==> config.mk <==
export PLATFORM = sky130hd
export DESIGN_NAME = signed_integer_to_custom_radix_text_unit
export DESIGN_NICKNAME = d
export VERILOG_FILES = /design/src/rtl/sictrt_pkg.sv /design/src/rtl/sictrt_cell.sv /design/src/rtl/sictrt_alpha.sv /design/src/rtl/signed_integer_to_custom_radix_text_unit.sv
export SDC_FILE = /design/constraint.sdc
export NUM_CORES = 2
export LEC_CHECK = 0
export ABC_AREA = 1
export BUFFER_PORTS_ARGS = -buffer_cell sky130_fd_sc_hd__buf_2
export CORE_ASPECT_RATIO = 0.9
export CORE_MARGIN = 5
export CORE_UTILIZATION = 60
export CTS_CLUSTER_DIAMETER = 120
export DETAILED_ROUTE_END_ITERATION = 10
export PLACE_DENSITY = 0.76
export REMOVE_ABC_BUFFERS = 1
export SLEW_MARGIN = 20
export SYNTH_ARGS = -nofsm -noshare
export SYNTH_HDL_FRONTEND = slang
export SYNTH_SLANG_ARGS = --single-unit
export TNS_END_PERCENT = 5
==> constraint.sdc <==
create_clock -name clock -period 13.6 [get_ports clock]
set_input_delay 2.72 -clock clock [delete_from_list [all_inputs] [get_ports clock]]
set_output_delay 2.72 -clock clock [all_outputs]
set_load 0.02 [all_outputs]
==> src/rtl/sictrt_pkg.sv <==
// shared types and constants for the signed integer to radix text unit
`default_nettype none

package sictrt_pkg;

   // sizes
   localparam int unsigned NUMBER_BITS  = 32;
   localparam int unsigned MAX_ALPHABET = 128;
   localparam int unsigned ADDR_BITS    = $clog2(MAX_ALPHABET);
   localparam int unsigned DIGIT_BITS   = ADDR_BITS;
   localparam int unsigned LEN_BITS     = $clog2(MAX_ALPHABET + 1);
   localparam int unsigned CNT_BITS     = $clog2(2 * NUMBER_BITS);
   localparam int unsigned SEEN_BITS    = 7;
   localparam int unsigned SEEN_DEPTH   = 1 << SEEN_BITS;

   // request operations
   localparam logic [1:0] OP_CLEAR   = 2'd0;
   localparam logic [1:0] OP_APPEND  = 2'd1;
   localparam logic [1:0] OP_CONVERT = 2'd2;

   // symbol limits
   localparam logic [7:0] SYM_PLUS  = 8'd43;
   localparam logic [7:0] SYM_MINUS = 8'd45;
   localparam logic [7:0] SYM_LOW   = 8'd32;
   localparam logic [7:0] SYM_HIGH  = 8'd126;

   typedef struct packed {
      logic [1:0]                    operation;
      logic [7:0]                    symbol_byte;
      logic signed [NUMBER_BITS-1:0] number;
   } req_type;

   typedef struct packed {
      logic [7:0] out_char;
      logic       alphabet_invalid;
      logic       last;
   } rsp_type;

   // alphabet load command
   typedef struct packed {
      logic       clear;
      logic       append;
      logic [7:0] symbol;
   } alpha_cmd_type;

   // alphabet status
   typedef struct packed {
      logic                bad;
      logic [LEN_BITS-1:0] length;
   } alpha_status_type;

   // control shared by all digit cells
   typedef struct packed {
      logic clear;
      logic shift;
   } cell_ctl_type;

   // data handed from one cell to the next
   typedef struct packed {
      logic                  valid;
      logic                  carry;
      logic [DIGIT_BITS-1:0] digit;
   } cell_link_type;

endpackage

`default_nettype wire

==> src/rtl/sictrt_cell.sv <==
// one radix digit cell: doubles its digit plus incoming carry, modulo the radix
`default_nettype none

module sictrt_cell (
   input  wire logic                              clock,
   input  wire logic                              reset,
   input  wire sictrt_pkg::cell_ctl_type          ctl,
   input  wire logic [sictrt_pkg::LEN_BITS-1:0]   radix,
   input  wire sictrt_pkg::cell_link_type         link_in,
   output sictrt_pkg::cell_link_type              link_out
);

   localparam int unsigned SUM_BITS = sictrt_pkg::LEN_BITS + 1;

   logic [sictrt_pkg::DIGIT_BITS-1:0] digit_ff, digit_in;
   logic                              carry_ff, carry_in;
   logic                              valid_ff, valid_in;
   logic [SUM_BITS-1:0]               sum;
   logic [SUM_BITS-1:0]               diff;

   // twice the digit plus the carry from below, then one conditional subtract
   assign sum  = SUM_BITS'({digit_ff, link_in.carry});
   assign diff = sum - SUM_BITS'(radix);

   always_comb begin
      digit_in = digit_ff;
      carry_in = 1'b0;
      valid_in = 1'b0;
      if (ctl.clear) begin
         digit_in = '0;
      end else if (ctl.shift) begin
         digit_in = link_in.digit;
      end else if (link_in.valid) begin
         valid_in = 1'b1;
         if (sum >= SUM_BITS'(radix)) begin
            digit_in = sictrt_pkg::DIGIT_BITS'(diff);
            carry_in = 1'b1;
         end else begin
            digit_in = sictrt_pkg::DIGIT_BITS'(sum);
         end
      end
   end

   // token travels with the carry so each cell sees its bit in the cycle after the cell below
   always_ff @(posedge clock) begin
      if (reset) begin
         valid_ff <= 1'b0;
      end else begin
         valid_ff <= valid_in;
      end
   end

   always_ff @(posedge clock) begin
      digit_ff <= digit_in;
      carry_ff <= carry_in;
   end

   assign link_out.valid = valid_ff;
   assign link_out.carry = carry_ff;
   assign link_out.digit = digit_ff;

endmodule

`default_nettype wire

==> src/rtl/sictrt_alpha.sv <==
// alphabet store with length, seen-symbol set and validity tracking
`default_nettype none

module sictrt_alpha (
   input  wire logic                               clock,
   input  wire logic                               reset,
   input  wire sictrt_pkg::alpha_cmd_type          cmd,
   input  wire logic                               rd_en,
   input  wire logic [sictrt_pkg::ADDR_BITS-1:0]   rd_addr,
   output logic [7:0]                              rd_data,
   output sictrt_pkg::alpha_status_type            status
);

   logic [7:0]                        mem [sictrt_pkg::MAX_ALPHABET];
   logic [7:0]                        rd_data_ff;
   logic [sictrt_pkg::LEN_BITS-1:0]   length_ff, length_in;
   logic                              bad_ff, bad_in;
   logic [sictrt_pkg::SEEN_DEPTH-1:0] seen_ff, seen_in;
   logic                              sym_bad;
   logic                              full;
   logic [sictrt_pkg::SEEN_BITS-1:0]  seen_idx;

   assign sym_bad = (cmd.symbol < sictrt_pkg::SYM_LOW) || (cmd.symbol > sictrt_pkg::SYM_HIGH)
                 || (cmd.symbol == sictrt_pkg::SYM_PLUS)
                 || (cmd.symbol == sictrt_pkg::SYM_MINUS);
   assign full     = (length_ff == sictrt_pkg::LEN_BITS'(sictrt_pkg::MAX_ALPHABET));
   assign seen_idx = cmd.symbol[sictrt_pkg::SEEN_BITS-1:0];

   // clear and append bookkeeping
   always_comb begin
      length_in = length_ff;
      bad_in    = bad_ff;
      seen_in   = seen_ff;
      if (cmd.clear) begin
         length_in = '0;
         bad_in    = 1'b0;
         seen_in   = '0;
      end else if (cmd.append) begin
         if (sym_bad) begin
            bad_in = 1'b1;
         end else begin
            if (seen_ff[seen_idx]) begin
               bad_in = 1'b1;
            end
            seen_in[seen_idx] = 1'b1;
         end
         if (full) begin
            bad_in = 1'b1;
         end else begin
            length_in = length_ff + 1'b1;
         end
      end
   end

   always_ff @(posedge clock) begin
      if (reset) begin
         length_ff <= '0;
         bad_ff    <= 1'b0;
         seen_ff   <= '0;
      end else begin
         length_ff <= length_in;
         bad_ff    <= bad_in;
         seen_ff   <= seen_in;
      end
   end

   // symbol memory, registered read
   always_ff @(posedge clock) begin
      if (cmd.append && !cmd.clear && !full) begin
         mem[length_ff[sictrt_pkg::ADDR_BITS-1:0]] <= cmd.symbol;
      end
      if (rd_en) begin
         rd_data_ff <= mem[rd_addr];
      end
   end

   assign rd_data       = rd_data_ff;
   assign status.bad    = bad_ff;
   assign status.length = length_ff;

endmodule

`default_nettype wire

==> src/rtl/signed_integer_to_custom_radix_text_unit.sv <==
// Converts a signed 32-bit number to text in a loadable digit alphabet. Clear and append
// requests load the alphabet and do not hold the unit. A convert request shifts the
// magnitude, most significant bit first, into a row of 32 digit cells, one per radix
// digit; each cell doubles its digit and passes its carry to the next cell in the cycle
// after. The cells then shift out toward the top, skipping leading zero digits; each
// emitted symbol goes through an alphabet read, a result load and a handoff, and a minus
// sign goes out ahead of the digits. A convert on an invalid alphabet returns a single
// result. One request is in work at a time; req_stall is high meanwhile.
`default_nettype none

module signed_integer_to_custom_radix_text_unit (
   input  wire logic                 clock,
   input  wire logic                 reset,
   input  wire logic                 req_valid,
   output logic                      req_stall,
   input  wire sictrt_pkg::req_type  req_data,
   output logic                      rsp_valid,
   input  wire logic                 rsp_stall,
   output sictrt_pkg::rsp_type       rsp_data
);

   localparam int unsigned N = sictrt_pkg::NUMBER_BITS;
   localparam int unsigned CW = sictrt_pkg::CNT_BITS;

   localparam logic [2:0] ST_IDLE  = 3'd0;
   localparam logic [2:0] ST_RUN   = 3'd1;
   localparam logic [2:0] ST_SKIP  = 3'd2;
   localparam logic [2:0] ST_FETCH = 3'd3;
   localparam logic [2:0] ST_OUT   = 3'd4;

   logic [2:0]                         state_ff, state_in;
   logic [CW-1:0]                      cnt_ff, cnt_in;
   logic [N-1:0]                       mag_ff, mag_in;
   logic                               neg_ff, neg_in;
   logic                               started_ff, started_in;
   logic                               rsp_valid_ff, rsp_valid_in;
   sictrt_pkg::rsp_type                rsp_data_ff, rsp_data_in;

   logic                               req_accept;
   logic                               rsp_accept;
   logic                               start;
   logic                               alpha_invalid;
   logic                               rd_en;
   logic [7:0]                         rd_data;
   logic [sictrt_pkg::DIGIT_BITS-1:0]  top_digit;
   sictrt_pkg::alpha_cmd_type          alpha_cmd;
   sictrt_pkg::alpha_status_type       alpha_status;
   sictrt_pkg::cell_ctl_type           cell_ctl;
   sictrt_pkg::cell_link_type          link [N+1];

   assign req_stall  = (state_ff != ST_IDLE);
   assign req_accept = req_valid && !req_stall;
   assign rsp_accept = rsp_valid_ff && !rsp_stall;
   assign start      = req_accept && (req_data.operation == sictrt_pkg::OP_CONVERT);

   // alphabet store
   assign alpha_cmd.clear  = req_accept && (req_data.operation == sictrt_pkg::OP_CLEAR);
   assign alpha_cmd.append = req_accept && (req_data.operation == sictrt_pkg::OP_APPEND);
   assign alpha_cmd.symbol = req_data.symbol_byte;
   assign alpha_invalid    = alpha_status.bad
                          || (alpha_status.length < sictrt_pkg::LEN_BITS'(2));
   assign top_digit        = link[N].digit;

   sictrt_alpha u_alpha (
      .clock   (clock),
      .reset   (reset),
      .cmd     (alpha_cmd),
      .rd_en   (rd_en),
      .rd_addr (top_digit),
      .rd_data (rd_data),
      .status  (alpha_status)
   );

   // magnitude bits feed the bottom cell
   assign link[0].valid = (state_ff == ST_RUN) && (cnt_ff < CW'(N));
   assign link[0].carry = mag_ff[N-1];
   assign link[0].digit = '0;

   // digit cells, lowest digit first
   for (genvar i = 0; i < N; i++) begin : g_cell
      sictrt_cell u_cell (
         .clock    (clock),
         .reset    (reset),
         .ctl      (cell_ctl),
         .radix    (alpha_status.length),
         .link_in  (link[i]),
         .link_out (link[i+1])
      );
   end

   // sequencer
   always_comb begin
      state_in     = state_ff;
      cnt_in       = cnt_ff;
      mag_in       = mag_ff;
      neg_in       = neg_ff;
      started_in   = started_ff;
      rsp_valid_in = rsp_valid_ff && !rsp_accept;
      rsp_data_in  = rsp_data_ff;
      cell_ctl     = '0;
      rd_en        = 1'b0;
      unique case (state_ff)
         ST_IDLE: begin
            if (start) begin
               if (alpha_invalid) begin
                  rsp_valid_in                 = 1'b1;
                  rsp_data_in.out_char         = '0;
                  rsp_data_in.alphabet_invalid = 1'b1;
                  rsp_data_in.last             = 1'b1;
                  state_in                     = ST_OUT;
               end else begin
                  cell_ctl.clear = 1'b1;
                  neg_in         = req_data.number[N-1];
                  mag_in         = req_data.number[N-1] ? N'(~req_data.number + 1'b1)
                                                        : N'(req_data.number);
                  cnt_in         = '0;
                  started_in     = 1'b0;
                  state_in       = ST_RUN;
               end
            end
         end
         ST_RUN: begin
            mag_in = mag_ff << 1;
            cnt_in = cnt_ff + 1'b1;
            if (cnt_ff == CW'(2 * N - 2)) begin
               cnt_in = CW'(N);
               if (neg_ff) begin
                  rsp_valid_in                 = 1'b1;
                  rsp_data_in.out_char         = sictrt_pkg::SYM_MINUS;
                  rsp_data_in.alphabet_invalid = 1'b0;
                  rsp_data_in.last             = 1'b0;
                  state_in                     = ST_OUT;
               end else begin
                  state_in = ST_SKIP;
               end
            end
         end
         ST_SKIP: begin
            if (!started_ff && (top_digit == '0) && (cnt_ff > CW'(1))) begin
               cell_ctl.shift = 1'b1;
               cnt_in         = cnt_ff - 1'b1;
            end else begin
               rd_en    = 1'b1;
               state_in = ST_FETCH;
            end
         end
         ST_FETCH: begin
            rsp_valid_in                 = 1'b1;
            rsp_data_in.out_char         = rd_data;
            rsp_data_in.alphabet_invalid = 1'b0;
            rsp_data_in.last             = (cnt_ff == CW'(1));
            cell_ctl.shift               = 1'b1;
            cnt_in                       = cnt_ff - 1'b1;
            started_in                   = 1'b1;
            state_in                     = ST_OUT;
         end
         ST_OUT: begin
            if (rsp_accept) begin
               state_in = rsp_data_ff.last ? ST_IDLE : ST_SKIP;
            end
         end
         default: begin
            state_in = ST_IDLE;
         end
      endcase
   end

   always_ff @(posedge clock) begin
      if (reset) begin
         state_ff     <= ST_IDLE;
         cnt_ff       <= '0;
         started_ff   <= 1'b0;
         rsp_valid_ff <= 1'b0;
      end else begin
         state_ff     <= state_in;
         cnt_ff       <= cnt_in;
         started_ff   <= started_in;
         rsp_valid_ff <= rsp_valid_in;
      end
   end

   always_ff @(posedge clock) begin
      mag_ff      <= mag_in;
      neg_ff      <= neg_in;
      rsp_data_ff <= rsp_data_in;
   end

   assign rsp_valid = rsp_valid_ff;
   assign rsp_data  = rsp_data_ff;

endmodule

`default_nettype wire

==> metrics.md <==
| Metric | Value |
|---|---|
| Synth-to-layout area growth | 8.335% |
| Top-area cell type share of the netlist area | around 45% |
| # IOs | just under 60 |
| PD cells | 192.2 nW/um2 |
| CP max FO | 9 |
| Crit path launch type | input port |
| WP buf/inv | 4 |
| Overflow after GRT | 0 |
| Post-synth ARST share | 0% |
| Max-slew violations | 0 |
| Die width | around 370 um |
| DRC Markers | 0 |
| Fin area | about 80000 um2 |
| Simple-gate share of the synthesized area | 14.87% |
| Leakage Power | about 29 nW |
| CP endpoint kind | flop |
| Clock skew after layout | ~0.04 ns |
| Largest net degree at the start of global routing | 160 |
| H-tree depth | 4 |
| Post-synth cell types | 55 |
| Final wirelength | 194300 um |
| Clk_lat worst skew | around 0.80 ns |
| Clk root buf | clkbuf_16 |
| HPWL Detailed | roughly 120000 um |
| Non-Filler Instances | between 9000 and 10000 |
| Uppermost layer routed | met5 |
| First-pass GRT wire length | about 300000 um |
| CTS tree | built |
| Post-synth EDFFs | 1075 |
| Vias in the first global route | approximately 52000 |
| Top post-synthesis cells by area | edfxtp_1, dfxtp_1, nor2_1, nand2_1, o21ai_0 |
| Max Root-Sink Buffers | 3 |
| CP most frequent cell | inv_1 |
| Vias | 55990 |
| CTS resizes | 0 |
| Routed vias/inst | around 6.2 |
| Final Cycle Share | between 30% and 40% |
| Avg Cell Area, Syn | roughly 9.6 um2 |
| Type of the worst setup path | input port to flop |
| Synth Instances | approximately 7400 |
| Met3 WL | around 23000 um |
| Hold Crit Class | flop to flop |
| Clk sink count | approximately 1500 |
| Average wire per standard cell | 21.43 um |
| # Post-CTS Setup Buffers | 0 |
| Worst path arrival time | 5.83 ns |
| Max incr delay on CP | around 0.70 ns |
| Yosys warns | 0 |
| Largest family of logic cells by synthesized area | compound AO/OA/AOI/OAI gates |
| WL met2 | roughly 86000 um |
| Placed insts | between 8000 and 9000 |
| CP cell instances | buf_2, inv_1, nor4_4, nand2_2, inv_1, nand2_1, buf_4, nor2_1 |
| Nets | a little under 8000 |
| GR Util All Layers | between 20% and 30% |
| Post-synthesis xor/xnor area fraction | between 2 and 2.5% |
| Tmin final | roughly 5.4 ns |
| Worst slack, placed | 7.575 ns |
| Reg clk slew, reported paths | 0.06 ns |
| Post-DP Area | approximately 73000 um2 |
| CTS Hold Bufs | 0 |
| WP data required | roughly 14 ns |
| Tot Pwr | 14.97 mW |
| VDD IR-drop max | between 0.1 and 0.15 mV |
| Initial Utilization | between 60% and 70% |
| Final core utilization | between 60 and 70% |
| Fmax | approximately 0.18 GHz |
| Post-synthesis register bit count | approximately 1500 |
| Ys flop type | edfxtp_1 |
| Outcome | finished clean |
| Relative slew slack | a little under a fifth |
| Final setup TNS | 0 ns |
| Crit-path slowest cell | nand2_1 |
| DIE AREA | ~130000 um2 |
| Worst slew pin tran | approximately 1.2 ns |
| Setup ws final | between 8 and 9 ns |
| Final setup viols | 0 |
| Max-Cap Viols | 0 |
| IO Port Bufs | 57 |
| Chip Height | 338.3 um |
| Rows | 120 |
| RSZ-0062 raised after global routing | false |
| Adder-cell share of the synthesized area | 5.471% |
| Delay-heaviest family, CP | simple AND/OR/NAND/NOR gates |
| Routed Antenna Nets | 0 |
| Dominant cell type by area after synthesis | edfxtp_1 |
| Share of cells above drive strength 1 | under 10% |
| Seq/Total Area, Yosys | 56.12% |
| Compound-cell area share of the yosys netlist | roughly 15% |
| WHS | around 0.44 ns |
| Initial antenna violation count | 3 |
| RePlAce Congestion | around 0.92 |
| Syn Std Cell Area | 71860 um2 |
| Iter 0 DRT Violations | 7416 |
| 1st-pass router iterations | 8 |
| Fin. Hold Viols | 0 |
| Multiplexer area fraction after synthesis | less than 1% |
| CTS Buf Count | around 150 |
| Core footprint | between 100000 and 150000 um2 |
| M1 WL | around 80000 um |
-- final cells by class --
cell class / count / area, um2
fillers: 9089 / 41060
flip-flops and latches: 1477 / 40340
multi-input cells: 4914 / 27340
clock buffers: 202 / 4081
inverters: 699 / 2639
well taps: 1586 / 1984
repair buffers: 115 / 769.5
clock inverters: 71 / 694.4
diodes: 2 / 5.005
-- worst register-to-register path, delay by kind of cell, from the launching register on --
family          cells  cell delay (ns)
compound gates      4             1.08
buf+inv             4             2.90
flops               1             0.60
simple gates        4             0.50
-- cell usage in the layout, fill, tap and decap left out, types with 30 or more instances in the layout --
cell type	count
edfxtp_1	1075
nor2_1	1049
nand2_1	1008
o21ai_0	731
inv_1	675
a21oi_1	438
dfxtp_1	397
o22ai_1	332
nand3_1	292
ha_1	263
clkbuf_16	152
o211ai_1	144
xnor2_1	99
o21a_1	92
xor2_1	84
buf_4	63
buf_2	49
nand4_1	48
a31oi_1	43
clkbuf_1	41
o221ai_1	35
o31ai_1	33
a21o_1	32
fa_1	32
nor2_4	30
-- worst paths after layout --
kind,to,cells after the start,from,slack [ns]
min reg2reg,u_alpha.seen_ff[45]$_SDFFE_PP0P_,2,u_alpha.seen_ff[45]$_SDFFE_PP0P_,0.44
max reg2reg,u_alpha.rd_data[4]$_DFFE_PP_,12,g_cell[31].u_cell.digit_ff[0]$_SDFFE_PP0P_,8.40
max,u_alpha.mem[28][5]$_DFFE_PP_,8,req_valid,8.18
min,u_alpha.seen_ff[45]$_SDFFE_PP0P_,2,u_alpha.seen_ff[45]$_SDFFE_PP0P_,0.44
-- cells by family (layout without fill, tap and decap cells) --
kind of cell | count (synthesis) | count (layout)
buffers and inverters | 1058 | 1087
other | 0 | 2
muxes | 7 | 7
adders and majority gates | 295 | 295
DFF | 1477 | 1477
xor gates and xnor gates | 183 | 183
AOI/OAI and AO/OA | 1908 | 1908
and+or+nand+nor | 2521 | 2521
-- cells in the mapped netlist (6+ instances only) --
cell      number
edfxtp_1    1075
nor2_1      1052
nand2_1     1010
o21ai_0      731
inv_1        683
a21oi_1      438
dfxtp_1      402
o22ai_1      332
nand3_1      292
ha_1         263
clkbuf_1     199
o211ai_1     144
buf_2        124
xnor2_1       99
o21a_1        92
xor2_1        84
nand4_1       48
a31oi_1       43
o221ai_1      35
o31ai_1       33
a21o_1        32
fa_1          32
nor2_4        28
nor3_1        27
nand2_8       20
buf_1         19
inv_2         15
or2_2         13
nor2_2         8
o21ai_1        8
buf_4          7
mux2i_1        7
nand2_4        6
-- registers in the layout, indices dropped and copies added, names as in the netlist --
signal	flops
u_alpha.mem	1024
g_cell.u_cell.digit_ff	224
u_alpha.seen_ff	96
mag_ff	32
g_cell.u_cell.carry_ff	31
g_cell.u_cell.valid_ff	31
rsp_data	10
u_alpha.length_ff	8
u_alpha.rd_data	8
cnt_ff	6
state_ff	3
neg_ff	1
rsp_valid	1
started_ff	1
u_alpha.bad_ff	1
-- layer usage --
| layer | global-route usage (%) | vias up |
|---|---|---|
| li1 | - | 25800 |
| met1 | 42.91 | 26670 |
| met2 | 44.82 | 3108 |
| met3 | 6.565 | 410 |
| met4 | 9.385 | 2 |
| met5 | 0 | - |
-- power by group --
part,internal [mW],switching [mW],total [mW]
logic,1.74,3.79,5.53
registers,5.09,0.283,5.38
clock network,2.32,1.74,4.06
total,9.15,5.81,15.0
Note: power is estimated with default switching activity, not from simulation.
